File: src/rtl/dspm_pkg.sv
`timescale 1ns / 1ps
package dspm_pkg;

  localparam int FracBitsDefault = 16;
  localparam int QueueDepth = 2;

  typedef struct packed {
    logic signed [31:0] x;
    logic signed [31:0] y;
    logic signed [31:0] z;
    logic signed [31:0] a;
    logic signed [31:0] b;
    logic signed [31:0] c;
    logic               spot;
  } dspm_item_t;

  // products ordered ax, bx, cx, ay, by, cy, az, bz, cz
  typedef struct packed {
    dspm_item_t                item;
    logic [8:0][31:0]          prod;
    logic signed [31:0]        d;
    logic signed [31:0]        n;
    logic signed [31:0]        nr;
  } dspm_job_t;

  function automatic logic signed [31:0] sat32(input logic signed [63:0] v);
    logic signed [31:0] r;
    if (v > 64'sd2147483647) r = 32'sh7fffffff;
    else if (v < -64'sd2147483648) r = 32'sh80000000;
    else r = v[31:0];
    return r;
  endfunction

  function automatic logic signed [31:0] fx_mul(input logic signed [31:0] u,
                                                input logic signed [31:0] v,
                                                input int frac);
    logic signed [63:0] p;
    p = 64'(u) * 64'(v);
    p = p + (64'sd1 <<< (frac - 1));
    p = p >>> frac;
    return sat32(p);
  endfunction

endpackage

File: src/rtl/dspm_queue.sv
`timescale 1ns / 1ps
module dspm_queue import dspm_pkg::*; #(
  parameter int DEPTH = QueueDepth
) (
  input  logic      clk,
  input  logic      rst,
  input  logic      push,
  input  dspm_job_t push_job,
  output logic      full,
  input  logic      pop,
  output logic      head_valid,
  output dspm_job_t head
);

  localparam int AW = (DEPTH > 1) ? $clog2(DEPTH) : 1;

  dspm_job_t         mem [DEPTH];
  logic [AW-1:0]     wp, rp;
  logic [AW:0]       count;

  assign full = (count == (AW+1)'(DEPTH));
  assign head_valid = (count != '0);
  assign head = mem[rp];

  always_ff @(posedge clk) begin
    if (rst) begin
      wp <= '0;
      rp <= '0;
      count <= '0;
    end else begin
      if (push) begin
        mem[wp] <= push_job;
        wp <= (wp == AW'(DEPTH - 1)) ? '0 : wp + AW'(1);
      end
      if (pop) rp <= (rp == AW'(DEPTH - 1)) ? '0 : rp + AW'(1);
      count <= count + (AW+1)'(push) - (AW+1)'(pop);
    end
  end

endmodule

File: config.mk
export PLATFORM = sky130hd
export DESIGN_NAME = dspm_queue
export DESIGN_NICKNAME = d
export VERILOG_FILES = /design/src/rtl/dspm_pkg.sv /design/src/rtl/dspm_queue.sv
export SDC_FILE = /design/constraint.sdc
export NUM_CORES = 1
export LEC_CHECK = 0
export BUFFER_PORTS_ARGS = -buffer_cell sky130_fd_sc_hd__buf_2
export CAP_MARGIN = 15
export CORE_AREA = 2 2 447 449
export CTS_CLUSTER_SIZE = 24
export DETAILED_ROUTE_END_ITERATION = 6
export DIE_AREA = 0 0 449 451
export SLEW_MARGIN = 20
export SYNTH_ARGS = -nofsm -noshare
export SYNTH_HDL_FRONTEND = slang
export SYNTH_SLANG_ARGS = --single-unit
File: constraint.sdc
create_clock -name clk -period 60.9 [get_ports clk]
set_input_delay 3.045 -clock clk [delete_from_list [all_inputs] [get_ports clk]]
set_output_delay 3.045 -clock clk [all_outputs]
set_load 0.02 [all_outputs]
; ---- Yosys cells after proc, flatten, opt, wreduce, memory -nomap -nowiden
; Memories as Yosys holds them, arrays and structs flattened. A register that Yosys moved wholly into a read port is not among the register bits.
; Cells that the tools add are included.
; Widths: inputs -> output; s select.
[classes]
addsub = 4
n_eq_ne = 1
mux = 7
n_reduce_logical = 1
[ops]
columns = op, n
row1 = $mux 1, 7
row2 = $add 1x1->1 const B, 2
row3 = $add 2x1->2, 1
row4 = $eq 2x2->1 const B, 1
row5 = $reduce_bool 2->1, 1
row6 = $sub 2x1->2, 1
[word_totals]
register_bits = 4
mem_bits_rw = 1154
in_bits = 581
word_cells = 17
memories = 1
[memory_table]
columns = memory, depth, width, rd, rd_clocked_by_memory_dff, write_ports, line
row1 = mem, 2, 577, 1, 1, 1, dspm_queue.sv:17  ; dspm_job_t mem [DEPTH];

; ---- Logic depth before layout (Yosys ltp)
[depth]
word_depth = 4
depth_mapped = 6
ltp_nobuf = 6

; ---- Worst setup path before layout
; OpenSTA, ideal clock, no wires.
[synth_path]
kind = input to register
start = input rst
end = memory mem[0][0] in the netlist's numbering (enable)
arrival_ns = 44.200
slack_ns = 14.362
path_stages = 1
n_path_buf = 0
cell_sequence = nor3b_1
[synth_via]
elab_chain_len = 2
[synth_lines]
columns = element, line
row1 = start: declaration, dspm_queue.sv:6  ; input logic rst,
row2 = $mux 1, dspm_queue.sv:26  ; if (rst) begin
row3 = $mux 1 (not written as such), dspm_queue.sv:32  ; mem[wp] <= push_job;
row4 = end: declaration, dspm_queue.sv:17
; Every way passes these cells.

==> flow_summary.yaml <==
die:
  die_height_microns: 451
  die-area_sq_mm: 0.2025
  pin_count: 1160
  core_region_area_sq_mm: 0.1982
  dieWidth_microns: 449
  initial_core_util: 0.2122
  rows: 164
synthesis:
  syn_nets: 2399
  syn_avg_cell_area_sq_um: 23.17
  ys_seq_area_frac: 0.8261
  synthSimpleGateAreaFrac: 0.001190
  synth_cell_types: 14
  synth_top_family_by_area: "multiplexers"
  synth-xor-area-share: 0.0009517
  synthMuxAreaShare: 0.1544
  synth_area_sq_mm: 0.04207
  synth_fa_ha_area_frac: 0.0005948
  yosys_warnings: 0
  ys_seq_elements: 1159
  netlist_instances: 1816
  synth_compound_area_frac: 0
run_status:
  outcome: "complete, no violations"
cells_and_area:
  instances_no_fill: 5873
  drive_gt1_frac: 0.6145
  fin_nets: 3650
  fillCellCount: 20030
  area_growth_pct: 31.06
  final_util: 0.2781
sta:
  clock_skew_ns: 0.03445
  post-route-period-util: 0.1446
  relSlewSlack: 0.2661
  tightest_slew_ns: 1.101
  rsz0062_at_grt: "no"
  setup_viol: 0
  period_needed_ns: 8.805
  hold_viol: 0
  fin_ws_ns: 52.10
  maxSlewViolCount: 0
  setup_tns_ns: 0
  timing.fmax_mhz: 113.6
critical_path:
  crit_path_end_kind: "output port"
  worstSetupStartpointType: "flip-flop"
  cp_max_fo: 125
  required_ns: 57.86
  arrival_ns: 5.76
  crit_type: "reg -> out"
clocking:
  clock_sinks: 1159
  postCtsSetupBuffers: 0
  ctsHoldBuffers: 0
  numCtsBuffers: 131
  clockRootBuffer: "clkbuf_16"
  cts.path.max_buffers: 3
  cts_tree: "built"
  htreeDepth: 4
  clk_latency_ns: 0.76
  clkTransAtPathRegs_ns: 0.06
  post_cts_resized: 0
placement:
  dpl.hpwl_microns: 103000
  dp_slack_ns: 52.31
  place_congestion: 0.9342
  port-buffer-count: 1159
  dp.cells: 5589
routing:
  drt_iter0_drc: 1711
  viasPerCell: 3.921
  ant_nets: 0
  drc_errors: 0
  wirelength_microns: 135400
  vias: 23030
  avgRoutedWirePerCell_microns: 23.06
  dr.pass1.iters: 5
global_route:
  grt-ovfl-total: 0
  grt_max_degree: 159
  antenna_found_initial: 103
  grtUsageTotal: 0.1277
  grt_first_pass_wirelength_microns: 180600
  grt_pass1_vias: 23110
min_path:
  min_path_type: "reg -> reg"
power_and_ir_drop:
  p_leak_nw: 19.60
  cellPowerDensity_mw_per_mm2: 34.28
  ir_drop_uv: 32.87
job:
  cap_violations: 0
-- metrics by stage --
step / area (sq um) / hold slack, ns / power (mW)
floorplan: 42070 / 0.4799 / 1.092
global placement: 50730 / 0.5100 / 1.139
detailed placement: 50730 / 0.5074 / 1.141
CTS: 54980 / 0.5286 / 1.916
global route: 55070 / 0.5662 / 1.954
finish: 55130 / 0.5248 / 1.890
-- layer usage --
layer | GRT usage | routed length (microns)
met1 | 0.1390 | 49360
met2 | 0.2157 | 67430
met3 | 0.05751 | 12990
met4 | 0.05156 | 5165
met5 | 0 | 484
-- cells in the mapped netlist --
library cell     n  area share
nor2_1           4     0.00036
buf_2            4     0.00048
nor2b_1          2     0.00030
nor3b_1          1     0.00018
mux2_2         577        0.15
dfxtp_1          5      0.0024
xnor2_1          2     0.00042
inv_1            2     0.00018
buf_6           60       0.016
or2_2            1     0.00015
and3b_1          1     0.00021
edfxtp_1      1154        0.82
ha_1             2     0.00059
xnor3_1          1     0.00054
-- worst max-delay path, cell delays in order, from the launching register on --
cell     delay [ns]
dfxtp_4        0.93
buf_4          0.78
buf_12         0.55
buf_4          0.79
buf_4          0.93
mux2_2         0.43
buf_2          0.17
-- flip-flops by register name, indices dropped and copies added (netlist names), named ones only --
register	cells
count	2
wp	1
mem	1154
rp	1
-- path summary, 6_finish.rpt --
check	depth (start not counted)	slack [ns]	endpoint	from
worst min register to register	2	0.52	flip-flop	rp$_SDFFE_PP0P_
worst min-delay path	2	0.52	flip-flop	rp$_SDFFE_PP0P_
worst max-delay path	6	52.10	head[460]	flip-flop
worst max register to register	7	55.46	mem[1][44]$_DFFE_PP_	wp$_SDFFE_PP0P_
-- logic make-up (layout without fill, tap and decap cells) --
kind of cell	count (synthesis)	after routing
xor+xnor	3	3
fa+ha+maj	2	2
buf+inv	66	1415
flops	1159	1159
mux	577	577
other cells	0	52
simple gates	9	9
-- layout make-up --
class | instances | area (sq um) | share of cell area
sequential | 1159 | 34760 | 0.6304
multi-input combinational | 591 | 6628 | 0.1202
timing repair buffer | 1182 | 6043 | 0.1096
clock buffer | 160 | 3430 | 0.06220
tap | 2656 | 3323 | 0.06027
clock inverter | 71 | 815.8 | 0.01480
antenna | 52 | 130.1 | 0.002360
inverter | 2 | 7.507 | 0.0001362
-- layout by cell type (no fill, tap or decap), drive strengths merged --
cell / count
xnor3: 1
ha: 2
mux2: 577
nor2: 4
bufinv: 8
xnor2: 2
inv: 11
clkinv: 48
edfxtp: 1154
dfxtp: 5
or2: 1
nor3b: 1
buf: 1182
diode: 52
clkinvlp: 6
clkbuf: 160
and3b: 1
nor2b: 2
-- report_power, final --
part           switching (mW)  internal [mW]  leakage [nW]
registers             0.00902          0.913          10.6
logic                   0.125         0.0747          6.92
clock network           0.326          0.442          2.04
Power figures use the tool's default switching activity.
